File: src/design/aef_pkg.sv
// ----------------------------------------------------------------------------
// aef_pkg
// Shared types, constants and helpers for the ANSI escape fixup block.
// ----------------------------------------------------------------------------
package aef_pkg;

    // Session count and state memory geometry
    localparam int SESSIONS = 4;
    localparam int SESS_AW  = (SESSIONS > 1) ? $clog2(SESSIONS) : 1;
    localparam int ST_W     = 3;
    localparam int PLEN_W   = 3;
    localparam int CNT_W    = 4;

    typedef logic [ST_W-1:0]    t_state;
    typedef logic [SESS_AW-1:0] t_addr;

    // Matcher states
    localparam t_state ST_IDLE  = 3'd0;  // nothing held
    localparam t_state ST_ESC   = 3'd1;  // ESC
    localparam t_state ST_CSI   = 3'd2;  // ESC [
    localparam t_state ST_Q     = 3'd3;  // ESC [ ?
    localparam t_state ST_Q2    = 3'd4;  // ESC [ ? 2
    localparam t_state ST_Q20   = 3'd5;  // ESC [ ? 2 0
    localparam t_state ST_Q202  = 3'd6;  // ESC [ ? 2 0 2
    localparam t_state ST_Q2026 = 3'd7;  // ESC [ ? 2 0 2 6

    // Characters of interest
    localparam logic [7:0] CH_ESC    = 8'h1B;
    localparam logic [7:0] CH_LBRACK = 8'h5B;  // [
    localparam logic [7:0] CH_SAVE   = 8'h73;  // s
    localparam logic [7:0] CH_REST   = 8'h75;  // u
    localparam logic [7:0] CH_QUEST  = 8'h3F;  // ?
    localparam logic [7:0] CH_TWO    = 8'h32;  // 2
    localparam logic [7:0] CH_ZERO   = 8'h30;  // 0
    localparam logic [7:0] CH_SIX    = 8'h36;  // 6
    localparam logic [7:0] CH_SET    = 8'h68;  // h
    localparam logic [7:0] CH_RESET  = 8'h6C;  // l
    localparam logic [7:0] CH_SEVEN  = 8'h37;  // 7
    localparam logic [7:0] CH_EIGHT  = 8'h38;  // 8

    // Output job: replay first plen bytes of the held prefix, then tail
    typedef struct packed {
        logic [PLEN_W-1:0] plen;
        logic              has_tail;
        logic [7:0]        tail;
    } t_desc;

    // Byte idx of the held prefix ESC [ ? 2 0 2 6
    function automatic logic [7:0] prefix_byte(input logic [PLEN_W-1:0] idx);
        logic [7:0] b;
        unique case (idx)
            3'd0:    b = CH_ESC;
            3'd1:    b = CH_LBRACK;
            3'd2:    b = CH_QUEST;
            3'd3:    b = CH_TWO;
            3'd4:    b = CH_ZERO;
            3'd5:    b = CH_TWO;
            3'd6:    b = CH_SIX;
            default: b = CH_ESC;
        endcase
        return b;
    endfunction

endpackage

File: src/design/aef_if.sv
// ----------------------------------------------------------------------------
// aef_in_if / aef_out_if
// Valid/ready channels carrying input bytes and translated output bytes.
// ----------------------------------------------------------------------------
interface aef_in_if;
    logic       valid;
    logic       ready;
    logic [1:0] session;
    logic [7:0] in_byte;
    logic       end_of_chunk;

    modport source (output valid, session, in_byte, end_of_chunk, input ready);
    modport sink   (input valid, session, in_byte, end_of_chunk, output ready);
endinterface

interface aef_out_if;
    logic       valid;
    logic       ready;
    logic [7:0] out_byte;
    logic       last;
    logic [1:0] out_session;

    modport source (output valid, out_byte, last, out_session, input ready);
    modport sink   (input valid, out_byte, last, out_session, output ready);
endinterface

File: src/design/aef_ram.sv
// ----------------------------------------------------------------------------
// aef_ram
// Generic single-write, single-read RAM with registered read data.
// ----------------------------------------------------------------------------
module aef_ram #(
    parameter int WIDTH = 8,
    parameter int DEPTH = 4
) (
    input  logic                                      i_clk,
    input  logic                                      i_we,
    input  logic [((DEPTH > 1) ? $clog2(DEPTH) : 1)-1:0] i_waddr,
    input  logic [WIDTH-1:0]                          i_wdata,
    input  logic                                      i_re,
    input  logic [((DEPTH > 1) ? $clog2(DEPTH) : 1)-1:0] i_raddr,
    output logic [WIDTH-1:0]                          o_rdata
);

    logic [WIDTH-1:0] r_mem [DEPTH];

    // Write port
    always_ff @(posedge i_clk) begin
        if (i_we) begin
            r_mem[i_waddr] <= i_wdata;
        end
    end

    // Read port, old data on a same-address write; holds when idle
    always_ff @(posedge i_clk) begin
        if (i_re) begin
            o_rdata <= r_mem[i_raddr];
        end
    end

endmodule

File: src/design/aef_match.sv
// ----------------------------------------------------------------------------
// aef_match
// Matcher step: from the current state and byte, the next state and the
// bytes to replay.
// ----------------------------------------------------------------------------
module aef_match
    import aef_pkg::*;
(
    input  logic       i_in_range,
    input  t_state     i_state,
    input  logic [7:0] i_byte,
    output t_state     o_next,
    output t_desc      o_desc
);

    // Decode one byte against the session's partial match
    always_comb begin
        o_next = ST_IDLE;
        o_desc = '{plen: 3'd0, has_tail: 1'b1, tail: i_byte};
        if (i_in_range) begin
            unique case (i_state)
                ST_IDLE: begin
                    if (i_byte == CH_ESC) begin
                        o_next          = ST_ESC;
                        o_desc.has_tail = 1'b0;
                    end
                end
                ST_ESC: begin
                    if (i_byte == CH_LBRACK) begin
                        o_next          = ST_CSI;
                        o_desc.has_tail = 1'b0;
                    end else if (i_byte == CH_ESC) begin
                        // lone ESC replayed, new match starts
                        o_next          = ST_ESC;
                        o_desc.plen     = 3'd1;
                        o_desc.has_tail = 1'b0;
                    end else begin
                        o_desc.plen = 3'd1;
                    end
                end
                ST_CSI: begin
                    if (i_byte == CH_SAVE) begin
                        o_desc.plen = 3'd1;
                        o_desc.tail = CH_SEVEN;
                    end else if (i_byte == CH_REST) begin
                        o_desc.plen = 3'd1;
                        o_desc.tail = CH_EIGHT;
                    end else if (i_byte == CH_QUEST) begin
                        o_next          = ST_Q;
                        o_desc.has_tail = 1'b0;
                    end else begin
                        o_desc.plen = 3'd2;
                    end
                end
                ST_Q, ST_Q2, ST_Q20, ST_Q202: begin
                    if (i_byte == prefix_byte(i_state)) begin
                        o_next          = i_state + 3'd1;
                        o_desc.has_tail = 1'b0;
                    end else begin
                        o_desc.plen = i_state;
                    end
                end
                ST_Q2026: begin
                    if (i_byte == CH_SET || i_byte == CH_RESET) begin
                        o_desc.has_tail = 1'b0;
                    end else begin
                        o_desc.plen = 3'd7;
                    end
                end
            endcase
        end
    end

endmodule

File: src/design/aef_emit.sv
// ----------------------------------------------------------------------------
// aef_emit
// Output sequencer: plays out one job of up to eight bytes, one per transfer.
// ----------------------------------------------------------------------------
module aef_emit
    import aef_pkg::*;
(
    input  logic       i_clk,
    input  logic       i_rst_n,
    input  logic       i_load,
    input  t_desc      i_desc,
    input  logic [1:0] i_session,
    output logic       o_free,
    aef_out_if.source  o_out
);

    logic              r_valid;
    t_desc             r_desc;
    logic [1:0]        r_sess;
    logic [PLEN_W-1:0] r_idx;
    logic [CNT_W-1:0]  w_total;
    logic              w_last;
    logic              w_xfer;

    // Position within the job
    assign w_total = CNT_W'(r_desc.plen) + CNT_W'(r_desc.has_tail);
    assign w_last  = (CNT_W'(r_idx) + CNT_W'(1)) == w_total;
    assign w_xfer  = r_valid && o_out.ready;
    assign o_free  = !r_valid || (w_xfer && w_last);

    // Drive the channel
    assign o_out.valid       = r_valid;
    assign o_out.out_byte    = (r_idx < r_desc.plen) ? prefix_byte(r_idx) : r_desc.tail;
    assign o_out.last        = w_last;
    assign o_out.out_session = r_sess;

    // Control: load a job or advance one byte per transfer
    always_ff @(posedge i_clk) begin
        if (!i_rst_n) begin
            r_valid <= 1'b0;
        end else if (o_free) begin
            r_valid <= i_load;
        end
    end

    always_ff @(posedge i_clk) begin
        if (o_free && i_load) begin
            r_desc <= i_desc;
            r_sess <= i_session;
            r_idx  <= '0;
        end else if (w_xfer) begin
            r_idx  <= r_idx + PLEN_W'(1);
        end
    end

endmodule

File: src/design/ansi_escape_fixup.sv
// ----------------------------------------------------------------------------
// ansi_escape_fixup
// Per-session terminal escape rewriter: ESC [ s -> ESC 7, ESC [ u -> ESC 8,
// ESC [ ? 2 0 2 6 h/l removed, failed partial matches replayed.
// ----------------------------------------------------------------------------
// Each input byte is read against its session's matcher state, kept in a
// small RAM: the state is read in the cycle of the input transfer, decoded
// in the next cycle and written back when the decode stage advances, with
// the new state forwarded when the following byte belongs to the same
// session. Bytes that yield zero or one output byte stream at one per clock
// while the output is ready; a byte that yields more (up to eight) holds the
// output sequencer until all are transferred, during which input stalls once
// the decode stage is full. Each input byte is registered into the decode
// stage and its output bytes into the output sequencer. All sessions start idle after reset.
// ----------------------------------------------------------------------------
module ansi_escape_fixup
    import aef_pkg::*;
(
    input  logic      i_clk,
    input  logic      i_rst_n,
    aef_in_if.sink    i_in,
    aef_out_if.source o_out
);

    logic          w_in_xfer;
    logic          w_rd_range;
    t_addr         w_raddr;
    t_state        w_rdata;

    logic          r_ex_valid;
    logic [1:0]    r_ex_sess;
    logic [7:0]    r_ex_byte;
    logic          r_ex_range;
    logic          r_ex_vbit;
    logic          r_ex_fwd;
    t_state        r_ex_fwd_st;
    t_addr         w_ex_addr;
    t_state        w_ex_state;
    t_state        w_ex_next;
    t_desc         w_ex_desc;
    logic          w_ex_emit;
    logic          w_ex_adv;
    logic          w_we;
    logic          w_em_free;

    logic [SESSIONS-1:0] r_sv;

    // Input side
    assign w_in_xfer  = i_in.valid && i_in.ready;
    assign w_raddr    = SESS_AW'(i_in.session);
    assign w_rd_range = (32'(i_in.session) < SESSIONS);
    assign i_in.ready = !r_ex_valid || w_ex_adv;

    // Decode stage
    assign w_ex_addr  = SESS_AW'(r_ex_sess);
    assign w_ex_state = r_ex_fwd ? r_ex_fwd_st : (r_ex_vbit ? w_rdata : ST_IDLE);
    assign w_ex_emit  = (w_ex_desc.plen != '0) || w_ex_desc.has_tail;
    assign w_ex_adv   = r_ex_valid && (!w_ex_emit || w_em_free);
    assign w_we       = w_ex_adv && r_ex_range;

    aef_ram #(
        .WIDTH (ST_W),
        .DEPTH (SESSIONS)
    ) u_state_ram (
        .i_clk   (i_clk),
        .i_we    (w_we),
        .i_waddr (w_ex_addr),
        .i_wdata (w_ex_next),
        .i_re    (w_in_xfer),
        .i_raddr (w_raddr),
        .o_rdata (w_rdata)
    );

    aef_match u_match (
        .i_in_range (r_ex_range),
        .i_state    (w_ex_state),
        .i_byte     (r_ex_byte),
        .o_next     (w_ex_next),
        .o_desc     (w_ex_desc)
    );

    aef_emit u_emit (
        .i_clk     (i_clk),
        .i_rst_n   (i_rst_n),
        .i_load    (r_ex_valid && w_ex_emit),
        .i_desc    (w_ex_desc),
        .i_session (r_ex_sess),
        .o_free    (w_em_free),
        .o_out     (o_out)
    );

    // Hold decode stage occupancy
    always_ff @(posedge i_clk) begin
        if (!i_rst_n) begin
            r_ex_valid <= 1'b0;
        end else if (i_in.ready) begin
            r_ex_valid <= i_in.valid;
        end
    end

    // Capture the item; forward a same-session write that lands with the read
    always_ff @(posedge i_clk) begin
        if (w_in_xfer) begin
            r_ex_sess   <= i_in.session;
            r_ex_byte   <= i_in.in_byte;
            r_ex_range  <= w_rd_range;
            r_ex_vbit   <= w_rd_range && r_sv[w_raddr];
            r_ex_fwd    <= w_we && (r_ex_sess == i_in.session);
            r_ex_fwd_st <= w_ex_next;
        end
    end

    // Mark entries written since reset; unwritten ones read as idle
    always_ff @(posedge i_clk) begin
        if (!i_rst_n) begin
            r_sv <= '0;
        end else if (w_we) begin
            r_sv[w_ex_addr] <= 1'b1;
        end
    end

endmodule

File: src/flat_wrapper.sv
// flat-port wrapper written by rule: the top's interface ports become plain ports
module ansi_escape_fixup_flat import aef_pkg::*;
  (i_clk, i_rst_n, i_in_valid, i_in_session, i_in_in_byte, i_in_end_of_chunk, i_in_ready, o_out_valid, o_out_out_byte, o_out_last, o_out_out_session, o_out_ready);
  aef_in_if i_in_i ();
  aef_out_if o_out_i ();
  input  logic i_clk;
  input  logic i_rst_n;
  input wire logic [$bits(i_in_i.valid)-1:0] i_in_valid;
  input wire logic [$bits(i_in_i.session)-1:0] i_in_session;
  input wire logic [$bits(i_in_i.in_byte)-1:0] i_in_in_byte;
  input wire logic [$bits(i_in_i.end_of_chunk)-1:0] i_in_end_of_chunk;
  output wire logic [$bits(i_in_i.ready)-1:0] i_in_ready;
  output wire logic [$bits(o_out_i.valid)-1:0] o_out_valid;
  output wire logic [$bits(o_out_i.out_byte)-1:0] o_out_out_byte;
  output wire logic [$bits(o_out_i.last)-1:0] o_out_last;
  output wire logic [$bits(o_out_i.out_session)-1:0] o_out_out_session;
  input wire logic [$bits(o_out_i.ready)-1:0] o_out_ready;
  assign i_in_i.valid = i_in_valid;
  assign i_in_i.session = i_in_session;
  assign i_in_i.in_byte = i_in_in_byte;
  assign i_in_i.end_of_chunk = i_in_end_of_chunk;
  assign i_in_ready = i_in_i.ready;
  assign o_out_valid = o_out_i.valid;
  assign o_out_out_byte = o_out_i.out_byte;
  assign o_out_last = o_out_i.last;
  assign o_out_out_session = o_out_i.out_session;
  assign o_out_i.ready = o_out_ready;
  ansi_escape_fixup u_core (.i_clk(i_clk), .i_rst_n(i_rst_n), .i_in(i_in_i), .o_out(o_out_i));
endmodule
File: config.mk
export PLATFORM = sky130hd
export DESIGN_NAME = ansi_escape_fixup_flat
export DESIGN_NICKNAME = d
export VERILOG_FILES = /design/src/design/aef_pkg.sv /design/src/design/aef_if.sv /design/src/design/aef_ram.sv /design/src/design/aef_match.sv /design/src/design/aef_emit.sv /design/src/design/ansi_escape_fixup.sv /design/src/flat_wrapper.sv
export SDC_FILE = /design/constraint.sdc
export NUM_CORES = 1
export LEC_CHECK = 0
export BUFFER_PORTS_ARGS = -buffer_cell sky130_fd_sc_hd__buf_4
export CORE_MARGIN = 8
export CORE_UTILIZATION = 60
export CTS_BUF_LIST = sky130_fd_sc_hd__clkbuf_4 sky130_fd_sc_hd__clkbuf_8 sky130_fd_sc_hd__clkbuf_16
export DETAILED_ROUTE_END_ITERATION = 10
export GPL_ROUTABILITY_DRIVEN = 0
export PLACE_DENSITY = 0.83
export RECOVER_POWER = 50
export SYNTH_ARGS = -nofsm -noshare
export SYNTH_HDL_FRONTEND = slang
export SYNTH_HIERARCHICAL = 1
export SYNTH_SLANG_ARGS = --single-unit
export TNS_END_PERCENT = 30
File: constraint.sdc
create_clock -name i_clk -period 7.04 [get_ports i_clk]
set_input_delay 0 -clock i_clk [delete_from_list [all_inputs] [get_ports i_clk]]
set_output_delay 0 -clock i_clk [all_outputs]
set_load 0.01 [all_outputs]
==> flow_summary.json, run 1 <==
{
  "final_area_sq_um": 3505,
  "tritoncts.num_buffers": 5,
  "min_path_cells": 2,
  "antenna_found_initial": 0,
  "dpl.hpwl_um": 4323,
  "synth-edff-count": 44,
  "crit_fanout": 7,
  "dp_slack_ns": 2.582,
  "clk_pin_slew_ns": 0.10,
  "die_y_um": 87.65,
  "core-area_sq_um": 5042,
  "r2r_cells": 13,
  "yosysTopAreaCell": "edfxtp_1",
  "cpMaxStageDelayCell": "o21ai_0",
  "post-route-period-util_pct": 66.38,
  "syn2layout_area_growth_pct": 13.77,
  "max_cap_violations": 0,
  "finalSetupTns_ns": 0,
  "dpl-instance-area_sq_um": 3328,
  "post_cts_buffers": 0,
  "synth_cells": 267,
  "async_flop_share_pct": 0,
  "seqPwrFrac_pct": 45.7,
  "outcome": "complete, no violations",
  "worst-setup-path-type": "reg -> reg",
  "start_util_pct": 61.09,
  "first_pass_iters": 4,
  "drv_slew": 0,
  "min_path_type": "in -> reg",
  "worstPathRequired_ns": 7.25,
  "max_stage_delay_ns": 0.60,
  "worst_setup_path_start_kind": "register",
  "avgViaCountPerCell": 5.831,
  "vias": 2210,
  "fmax_mhz": 214.0,
  "p_int_mw": 0.5786,
  "powerDensity_nw_per_um2": 253.0,
  "arrival_ns": 4.88,
  "setup_violations": 0,
  "worst_slack_ns": 2.367,
  "synth-seq-cells": 53,
  "layout_min_cycle_time_ns": 4.673,
  "grt_overflow_total": 0,
  "grt_pass1_wl_um": 10210,
  "drtIter0Drc": 224,
  "avgRoutedWirePerCell_um": 16.11,
  "nets": 337,
  "cts_sinks": 53,
  "routed_wl_um": 6105,
  "grt_max_degree": 19,
  "fin_skew_ns": 0.005871,
  "tightest_slew_ns": 1.080,
  "yosys-top-cells-area": "edfxtp_1 43%, dfxtp_1 5.8%, ha_1 5.7%",
  "die_width_um": 87.65,
  "synth.avg_cell_area_sq_um": 11.54,
  "drive_gt1_share_pct": 13.92,
  "port_buffers": 26,
  "crit_path_cell_trace": "o21ai_0 > inv_1 > ha_1 > or2_0 > o31ai_1 > mux2i_1 > o211ai_1 > a41o_1 > nor4_4 > and2b_2 > o21ai_0 > a31oi_1 > dlygate4sd3_1",
  "cp-end-kind": "register",
  "cts_max_level": 2,
  "insertion_delay_ns": 0.31,
  "cts-root-buf": "clkbuf_8",
  "drc": 0,
  "pwr-share-comb_pct": 34.5,
  "num_io_pins": 28,
  "ys_seq_area_share_pct": 48.74,
  "ys.flop_type": "edfxtp_1",
  "num_antenna_cells": 0,
  "cts_tree": "done",
  "rsz0062_at_grt": "no",
  "power_switching_share_pct": 34.74,
  "hold_viol_final": 0,
  "track_usage_pct": 16.91,
  "ir_drop_mv": 0.1329,
  "syn_area_sq_um": 3080,
  "p_sw_mw": 0.3080,
  "synth_warnings": 6,
  "crit_top_cell": "o21ai_0",
  "p_leak_nw": 1.298,
  "die_area_sq_um": 7683,
  "grt_pass1_vias": 2231,
  "rows": 26,
  "ys_types": 67,
  "cts_buffer_depth": 2,
  "synth.top_cell.area_share_pct": 42.89,
  "ant_nets": 0,
  "relSlewSlack_pct": 27.37,
  "clkPwrFrac_pct": 19.8
}
## flip-flops by register name, indices dropped and copies added (netlist names)
| signal | flops |
|---|---|
| u_core/r_ex_valid | 1 |
| u_core/r_ex_byte | 8 |
| u_core/u_state_ram/o_rdata | 3 |
| u_core/u_state_ram/r_mem | 12 |
| u_core/u_emit/r_idx | 3 |
| u_core/u_emit/o_out.out_session | 2 |
| u_core/r_ex_vbit | 1 |
| u_core/u_emit/o_out.valid | 1 |
| u_core/u_emit/r_desc | 12 |
| u_core/r_ex_sess | 2 |
| u_core/r_ex_fwd_st | 3 |
| u_core/r_ex_fwd | 1 |
| u_core/r_sv | 4 |
## final cells by class
type / count / area [sq um]
clock inverter: 3 / 22.52
sequential: 53 / 1501
inverter: 15 / 56.30
fill: 393 / 1538
clock buffer: 5 / 68.82
multi-input combinational: 190 / 1453
timing repair buffer: 43 / 315.3
tap: 70 / 87.58
## synth_stat cells, types with 2 or more instances
library cell	count
nand2b_1	6
nor4_1	4
mux4_1	3
o31a_1	3
buf_2	7
edfxtp_1	44
nor2_1	13
xor2_1	7
nand4b_1	2
o21a_1	2
nor2b_1	6
and3b_1	2
o31ai_1	3
inv_1	15
nor4_4	2
clkbuf_1	6
nor2_2	2
a41o_1	3
nor3_1	3
ha_1	14
nor4b_4	2
dfxtp_1	9
o21ai_0	10
or2_2	2
o2bb2ai_1	3
mux2_2	4
and2_1	3
a21o_1	2
a21oi_1	10
nand3_1	9
a31oi_1	6
nor3b_1	2
xnor2_1	4
nand2_1	20
o2111ai_1	2
## critical path: cells and delay by family, from the launching register on
| kind | cells | cell delay, ns |
|---|---|---|
| multiplexers | 1 | 0.27 |
| flip-flops | 1 | 0.46 |
| adder cells (fa/ha/maj) | 1 | 0.33 |
| AND/OR/NAND/NOR | 3 | 0.96 |
| AO/OA/AOI/OAI | 6 | 1.79 |
| buffers and inverters | 2 | 0.76 |
## cell families after synthesis
kind of cell | synth area share (%)
and+or+nand+nor | 18.89
AOI/OAI and AO/OA | 13.81
DFF | 48.74
buffers and inverters | 4.183
adders and majority gates | 5.686
xor gates and xnor gates | 3.127
muxes | 5.443
other | 0.1217
## stage by stage
step	hold WS (ns)	total power, mW	cells	utilization, %
floorplan	0.09887	0.6399	273	-
global placement	0.1784	0.7335	356	66.01
detailed placement	0.1795	0.7476	356	66.01
CTS	0.3917	0.9292	379	70.79
global route	0.4125	0.9432	379	69.50
finish	0.4176	0.8866	379	69.50
## cells in the final DEF, fill, tap and decap left out, types with 7 or more instances in the layout
cell type,n
a21oi_1,10
buf_4,8
clkbuf_1,12
clkbuf_4,8
conb_1,7
dfxtp_1,9
dlygate4sd3_1,15
edfxtp_1,44
ha_1,14
inv_1,15
nand2_1,20
nand3_1,9
nor2_1,13
o21ai_0,10
xor2_1,7
## power by group through the flow
stage                     logic (mW)  registers, mW  clock network [mW]
after floorplan                0.246          0.394                   0
after global placement         0.323          0.411                   0
after detailed placement       0.336          0.412                   0
after CTS                      0.346          0.405               0.179
after global routing           0.343          0.410               0.190
final                          0.306          0.405               0.176
## routing by layer
metal,GRT usage [%],part of all wire [%]
met5,0,0
met4,6.094,1.4
met3,3.752,3.1
met1,18.78,44
met2,30.79,51
## repair_timing
item | in CTS | in global routing
endpoints found under the hold margin | 17 | 0
resized for setup | 0 | 0
hold buffers | 15 | 0
## worst paths after layout
kind	startpoint	endpoint	slack [ns]
worst max-delay path	u_core/r_ex_fwd	u_core/u_emit/o_out.valid	2.37
worst max register to register	u_core/r_ex_fwd	u_core/u_emit/o_out.valid	2.37
worst min register to register	u_core/r_sv[1]	u_core/r_sv[1]	0.47
worst min-delay path	i_in_in_byte[1]	u_core/r_ex_byte[1]	0.42
(Power assumes the default switching activity.)
==> inputs of run 2 (changes only) <==
--- a/config.mk
+++ b/config.mk
@@ -7,11 +7,11 @@
 export LEC_CHECK = 0
 export BUFFER_PORTS_ARGS = -buffer_cell sky130_fd_sc_hd__buf_4
 export CORE_MARGIN = 8
-export CORE_UTILIZATION = 60
+export CORE_UTILIZATION = 59
 export CTS_BUF_LIST = sky130_fd_sc_hd__clkbuf_4 sky130_fd_sc_hd__clkbuf_8 sky130_fd_sc_hd__clkbuf_16
 export DETAILED_ROUTE_END_ITERATION = 10
 export GPL_ROUTABILITY_DRIVEN = 0
-export PLACE_DENSITY = 0.83
+export PLACE_DENSITY = 0.82
 export RECOVER_POWER = 50
 export SYNTH_ARGS = -nofsm -noshare
 export SYNTH_HDL_FRONTEND = slang
==> constraint.sdc (replaced) <==
create_clock -name i_clk -period 4.7 [get_ports i_clk]
set_input_delay 0 -clock i_clk [delete_from_list [all_inputs] [get_ports i_clk]]
set_output_delay 0 -clock i_clk [all_outputs]
set_load 0.01 [all_outputs]
==> run 2 against run 1 <==
Against the previous run:
- clock skew shrank 0.0019 ns
- maximum frequency grew 8.5%
- sequential share of layout area is essentially flat
- power grew 49%
- worst hold slack gained 0.0055 ns
- via count shrank 0.45%
- largest cell class unchanged
- flip-flop and latch count is the same
- global-route usage shrank 0.60 points
- critical path type unchanged
- first-iteration DRC count shrank 35%
- final area is essentially flat
- critical endpoint is now u_core/u_emit/r_desc[7]
- utilization shrank 0.42 points
==> flow_summary.json, run 2 (synthesis results as in run 1) <==
{
  "avgRoutedWirePerCell_um": 15.77,
  "p_leak_nw": 1.298,
  "crit_fanout": 14,
  "ctsHoldBuffers": 14,
  "port_buffers": 26,
  "post_cts_buffers": 0,
  "insertion_delay_ns": 0.30,
  "die_area_sq_um": 7789,
  "post-route-period-util_pct": 91.61,
  "cts_sinks": 53,
  "routed_wl_um": 5976,
  "cts_tree": "done",
  "powerDensity_nw_per_um2": 376.3,
  "fmax_mhz": 232.3,
  "grt_max_degree": 19,
  "max_cap_violations": 0,
  "finalSetupTns_ns": 0,
  "final_common_cell": "edfxtp_1",
  "post_cts_resized": 0,
  "tightest_slew_ns": 1.040,
  "cp-end-kind": "register",
  "drtIter0Drc": 146,
  "grt_pass1_vias": 2097,
  "rsz0062_at_grt": "no",
  "cts_max_level": 2,
  "core-area_sq_um": 5075,
  "hold-worst-slack_ns": 0.4230,
  "first_pass_iters": 4,
  "setup_violations": 0,
  "arrival_ns": 4.30,
  "grt_pass1_wl_um": 9942,
  "worst_setup_path_start_kind": "register",
  "drv_slew": 0,
  "dpl.hpwl_um": 4239,
  "worstPathRequired_ns": 4.69,
  "grt_overflow_total": 0,
  "outcome": "complete, no violations",
  "worst-setup-path-type": "reg -> reg",
  "hold_viol_final": 0,
  "cts_buffer_depth": 2,
  "syn2layout_area_growth_pct": 13.81,
  "die_width_um": 88.26,
  "cts-root-buf": "clkbuf_8",
  "drc": 0,
  "antenna_found_initial": 0,
  "top_regs": "u_core/u_emit/r_desc x12, u_core/u_state_ram/r_mem x12, u_core/r_ex_byte x8",
  "num_antenna_cells": 0,
  "vias": 2200,
  "avgViaCountPerCell": 5.805,
  "die_y_um": 88.26,
  "track_usage_pct": 16.32,
  "rows": 26,
  "start_util_pct": 60.70,
  "num_io_pins": 28,
  "relSlewSlack_pct": 30.06,
  "min_path_type": "in -> reg",
  "drive_gt1_share_pct": 14.24,
  "nets": 337,
  "fin_skew_ns": 0.003996,
  "ant_nets": 0,
  "mostFrequentLayoutCells": "44 x edfxtp_1, 20 x nand2_1, 15 x inv_1",
  "tritoncts.num_buffers": 5,
  "ir_drop_mv": 0.2273,
  "power_mw": 1.319,
  "layout_min_cycle_time_ns": 4.306,
  "clk_pin_slew_ns": 0.10
}
==> run 2: power breakdown <==
part	switching [mW]	total [mW]	internal [mW]
combinational	0.247	0.448	0.201
clock	0.155	0.263	0.108
sequential	0.0522	0.608	0.556
total	0.455	1.32	0.865
==> run 2: area by class of cell <==
class / instances / area, sq um
clock buffer: 5 / 68.82
clock inverter: 3 / 25.02
fill: 407 / 1569
inverter: 15 / 56.30
multi-input combinational: 190 / 1458
sequential: 53 / 1501
tap: 70 / 87.58
timing repair buffer: 43 / 309.0
==> run 2: final timing paths <==
| path | slack [ns] | end | cells past startpoint | from |
|---|---|---|---|---|
| worst max-delay path | 0.39 | u_core/u_emit/r_desc[7] | 13 | u_core/r_ex_fwd |
| worst min-delay path | 0.42 | u_core/r_ex_byte[2] | 2 | i_in_in_byte[2] |
| worst min register to register | 0.47 | u_core/r_sv[1] | 2 | u_core/r_sv[1] |
| worst max register to register | 0.39 | u_core/u_emit/r_desc[7] | 13 | u_core/r_ex_fwd |
==> run 2: metal layers <==
layer	up-vias	share of wire, %	GRT usage [%]
li1	1078	-	-
met1	1083	44	19.98
met2	30	51	28.04
met3	9	3.2	3.714
met4	0	1.1	4.455
met5	-	0	0
==> run 2: worst max-delay path, stage by stage, from the launching register on <==
cell,delay (ns)
edfxtp_1,0.46
o21ai_0,0.35
inv_1,0.18
ha_1,0.37
or2_1,0.30
o31ai_1,0.31
mux2i_1,0.30
o211ai_2,0.22
a41o_1,0.33
nor4_4,0.34
and2b_2,0.31
inv_1,0.08
nor2_1,0.04
a31o_1,0.40
==> run 2: stage by stage <==
step,setup slack [ns],area [sq um],util (%),cells
CTS,0.3756,3570,70.34,379
global route,0.01319,3506,69.08,379
floorplan,0.4772,3103,-,273
detailed placement,0.4047,3336,65.73,357
finish,0.3943,3506,69.08,379
global placement,0.5087,3336,65.73,357
==> inputs of run 3 (changes only) <==
--- a/config.mk
+++ b/config.mk
@@ -11,10 +11,9 @@
 export CTS_BUF_LIST = sky130_fd_sc_hd__clkbuf_4 sky130_fd_sc_hd__clkbuf_8 sky130_fd_sc_hd__clkbuf_16
 export DETAILED_ROUTE_END_ITERATION = 10
 export GPL_ROUTABILITY_DRIVEN = 0
-export PLACE_DENSITY = 0.82
+export PLACE_DENSITY = 0.83
 export RECOVER_POWER = 50
 export SYNTH_ARGS = -nofsm -noshare
 export SYNTH_HDL_FRONTEND = slang
-export SYNTH_HIERARCHICAL = 1
 export SYNTH_SLANG_ARGS = --single-unit
 export TNS_END_PERCENT = 30
==> run 3 against run 2 <==
Against the previous run:
- first-iteration DRC count increased by 16%
- sequential power decreased by 3.6%
- final area decreased by 6.9%
- global-route usage decreased by 0.65 points
- flip-flop and latch count unchanged
- count of clock-buffer cells in the layout unchanged
==> flow_summary.json, run 3 <==
{
  "rrSetupSlack_ns": 0.84,
  "yosys.area_share.adder_pct": 6.098,
  "tritoncts.num_buffers": 5,
  "synth.top_cell.area_share_pct": 45.99,
  "hold-worst-slack_ns": 0.09710,
  "synth_warnings": 0,
  "topRoutingLayerUsed": "met4",
  "final_area_sq_um": 3266,
  "min_path_type": "in -> reg",
  "synth-seq-cells": 53,
  "worstPathRequired_ns": 4.90,
  "yosys-top-cells-area": "edfxtp_1 46%, dfxtp_1 6.3%, ha_1 6.1%",
  "clk_pin_slew_ns": 0.09,
  "async_flop_share_pct": 0,
  "arrival_ns": 4.06,
  "fmax_mhz": 259.2,
  "mostFrequentLayoutCells": "44 x edfxtp_1, 21 x nor2_1, 20 x nand2_1",
  "cts_buffer_depth": 2,
  "syn_area_sq_um": 2873,
  "max_cap_violations": 0,
  "layout_min_cycle_time_ns": 3.858,
  "die_area_sq_um": 7358,
  "synth_xor_area_share_pct": 4.268,
  "yosysMostFrequentCell": "edfxtp_1",
  "synthSimpleGateAreaFrac_pct": 18.03,
  "tightest_slew_ns": 0.7877,
  "muxShareOfSynthArea_pct": 4.268,
  "synth_compound_area_share_pct": 11.37,
  "dp_slack_ns": 1.006,
  "setup_violations": 0,
  "first_pass_iters": 4,
  "cts-root-buf": "clkbuf_8",
  "drive_gt1_share_pct": 12.76,
  "powerDensity_nw_per_um2": 351.2,
  "finalSetupTns_ns": 0,
  "ant_nets": 0,
  "dpl-instance-area_sq_um": 3108,
  "drv_slew": 0,
  "p_leak_nw": 1.211,
  "r2r-start": "u_core.r_ex_vbit",
  "die_width_um": 85.78,
  "final_common_cell": "edfxtp_1",
  "cp-end-kind": "register",
  "grt_overflow_total": 0,
  "power_mw": 1.147,
  "hold_viol_final": 0,
  "met2_length_um": 2807,
  "ys_types": 54,
  "worst_slack_ns": 0.8417,
  "dpl.hpwl_um": 4064,
  "synth_top_family_by_area": "simple AND/OR/NAND/NOR gates",
  "ys.flop_type": "edfxtp_1",
  "worst_setup_path_start_kind": "register",
  "start_util_pct": 60.82,
  "avgRoutedWirePerCell_um": 15.54,
  "grt_pass1_vias": 1983,
  "drc": 0,
  "routed_wl_um": 5549,
  "antenna_found_initial": 0,
  "detail_route.wirelength.met1_um": 2315,
  "endpoint": "u_core.r_ex_valid",
  "grt_pass1_wl_um": 9273,
  "syn2layout_area_growth_pct": 13.68,
  "num_io_pins": 28,
  "core-area_sq_um": 4723,
  "cts_max_level": 2,
  "ir_drop_mv": 0.2179,
  "post-route-period-util_pct": 82.09,
  "grt_max_degree": 19,
  "yosysTopAreaCell": "edfxtp_1",
  "die_y_um": 85.78,
  "utilization_pct": 69.14,
  "worst-setup-path-type": "reg -> reg",
  "vias": 2040,
  "synth-edff-count": 44,
  "track_usage_pct": 15.67,
  "ys_seq_area_share_pct": 52.26,
  "fin_skew_ns": 0.006632,
  "relSlewSlack_pct": 47.49,
  "synth.avg_cell_area_sq_um": 11.22,
  "drtIter0Drc": 170,
  "post_cts_resized": 0,
  "insertion_delay_ns": 0.30,
  "fin_cells": 357,
  "port_buffers": 26,
  "rsz0062_at_grt": "no",
  "rows": 25,
  "startpoint": "u_core.r_ex_vbit",
  "crit_fanout": 7,
  "place_inst": 336,
  "synth_cells": 256,
  "top_regs": "u_core.u_emit.r_desc x12, u_core.u_state_ram.r_mem x12, u_core.r_ex_byte x8",
  "outcome": "complete, no violations",
  "synthesis.nets": 285,
  "nets": 318,
  "num_antenna_cells": 0,
  "synth_common_cells": "44 x edfxtp_1, 21 x nor2_1, 19 x nand2_1",
  "rr_endpoint": "u_core.r_ex_valid",
  "r2r_cells": 13,
  "avgViaCountPerCell": 5.714,
  "cts_tree": "done",
  "wl_met3_um": 312,
  "cts_sinks": 53
}
run 3: cell count changes after synthesis, moves of 4 or more:
cell and delta:
buf_2 -6, clkbuf_1 +5, nor2_1 +8, xnor2_1 +5, a21oi_1 +4, nand2b_1 -5
run 3: logic make-up after synthesis:
| logic type | after synthesis |
|---|---|
| AO/OA/AOI/OAI | 47 |
| XOR/XNOR | 14 |
| adder cells (fa/ha/maj) | 14 |
| buffers and inverters | 27 |
| flip-flops | 53 |
| multiplexers | 7 |
| AND/OR/NAND/NOR | 94 |
run 3: per-layer routing:
metal / track usage, % / vias up
met5: 0 / -
met2: 27.08 / 62
met4: 6.369 / 0
met3: 4.011 / 13
li1: - / 1005
met1: 17.99 / 960
run 3: area by class of cell:
class	instances	area, sq um
clock buffers	5	68.82
clock inverters	3	21.27
fillers	355	1458
inverters	13	48.80
multi-input cells	176	1257
flip-flops and latches	53	1501
well taps	67	83.83
repair buffers	40	284.0
run 3: what timing repair did:
action	in CTS	in global routing
hold endpoints to repair	14	0
setup buffers	0	0
hold buffers	13	0
run 3: report_power, final:
group | leakage [nW] | switching [mW] | internal (mW)
Combinational | 0.672 | 0.177 | 0.128
Clock | 0.0445 | 0.150 | 0.106
Sequential | 0.495 | 0.0375 | 0.549
Total | 1.21 | 0.364 | 0.783
run 3: critical path: stages, from the launching register on:
cell	delay, ns
edfxtp_1	0.45
nand2_1	0.10
nor2_1	0.04
a21oi_1	0.39
inv_1	0.13
ha_1	0.30
nor2_1	0.31
a22o_1	0.20
o311a_1	0.15
o211ai_1	0.17
o31ai_4	0.44
nand2_1	0.25
a22o_1	0.25
dlygate4sd3_1	0.56
run 3: how the worst min path moves through the flow:
stage | from | endpoint | slack (ns) | depth (start not counted)
4_1_cts | o_out_ready | u_core.u_emit.r_idx[0] | 0.09 | 4
5_1_grt | o_out_ready | u_core.u_emit.r_idx[2] | 0.13 | 4
3_3_place_gp | i_in_in_byte[1] | u_core.r_ex_byte[1] | 0.18 | 1
3_5_place_dp | i_in_in_byte[6] | u_core.r_ex_byte[6] | 0.18 | 1
6_report | o_out_ready | u_core.u_emit.r_idx[0] | 0.1 | 4
2_1_floorplan | i_in_in_byte[0] | u_core.r_ex_byte[0] | 0.1 | 0
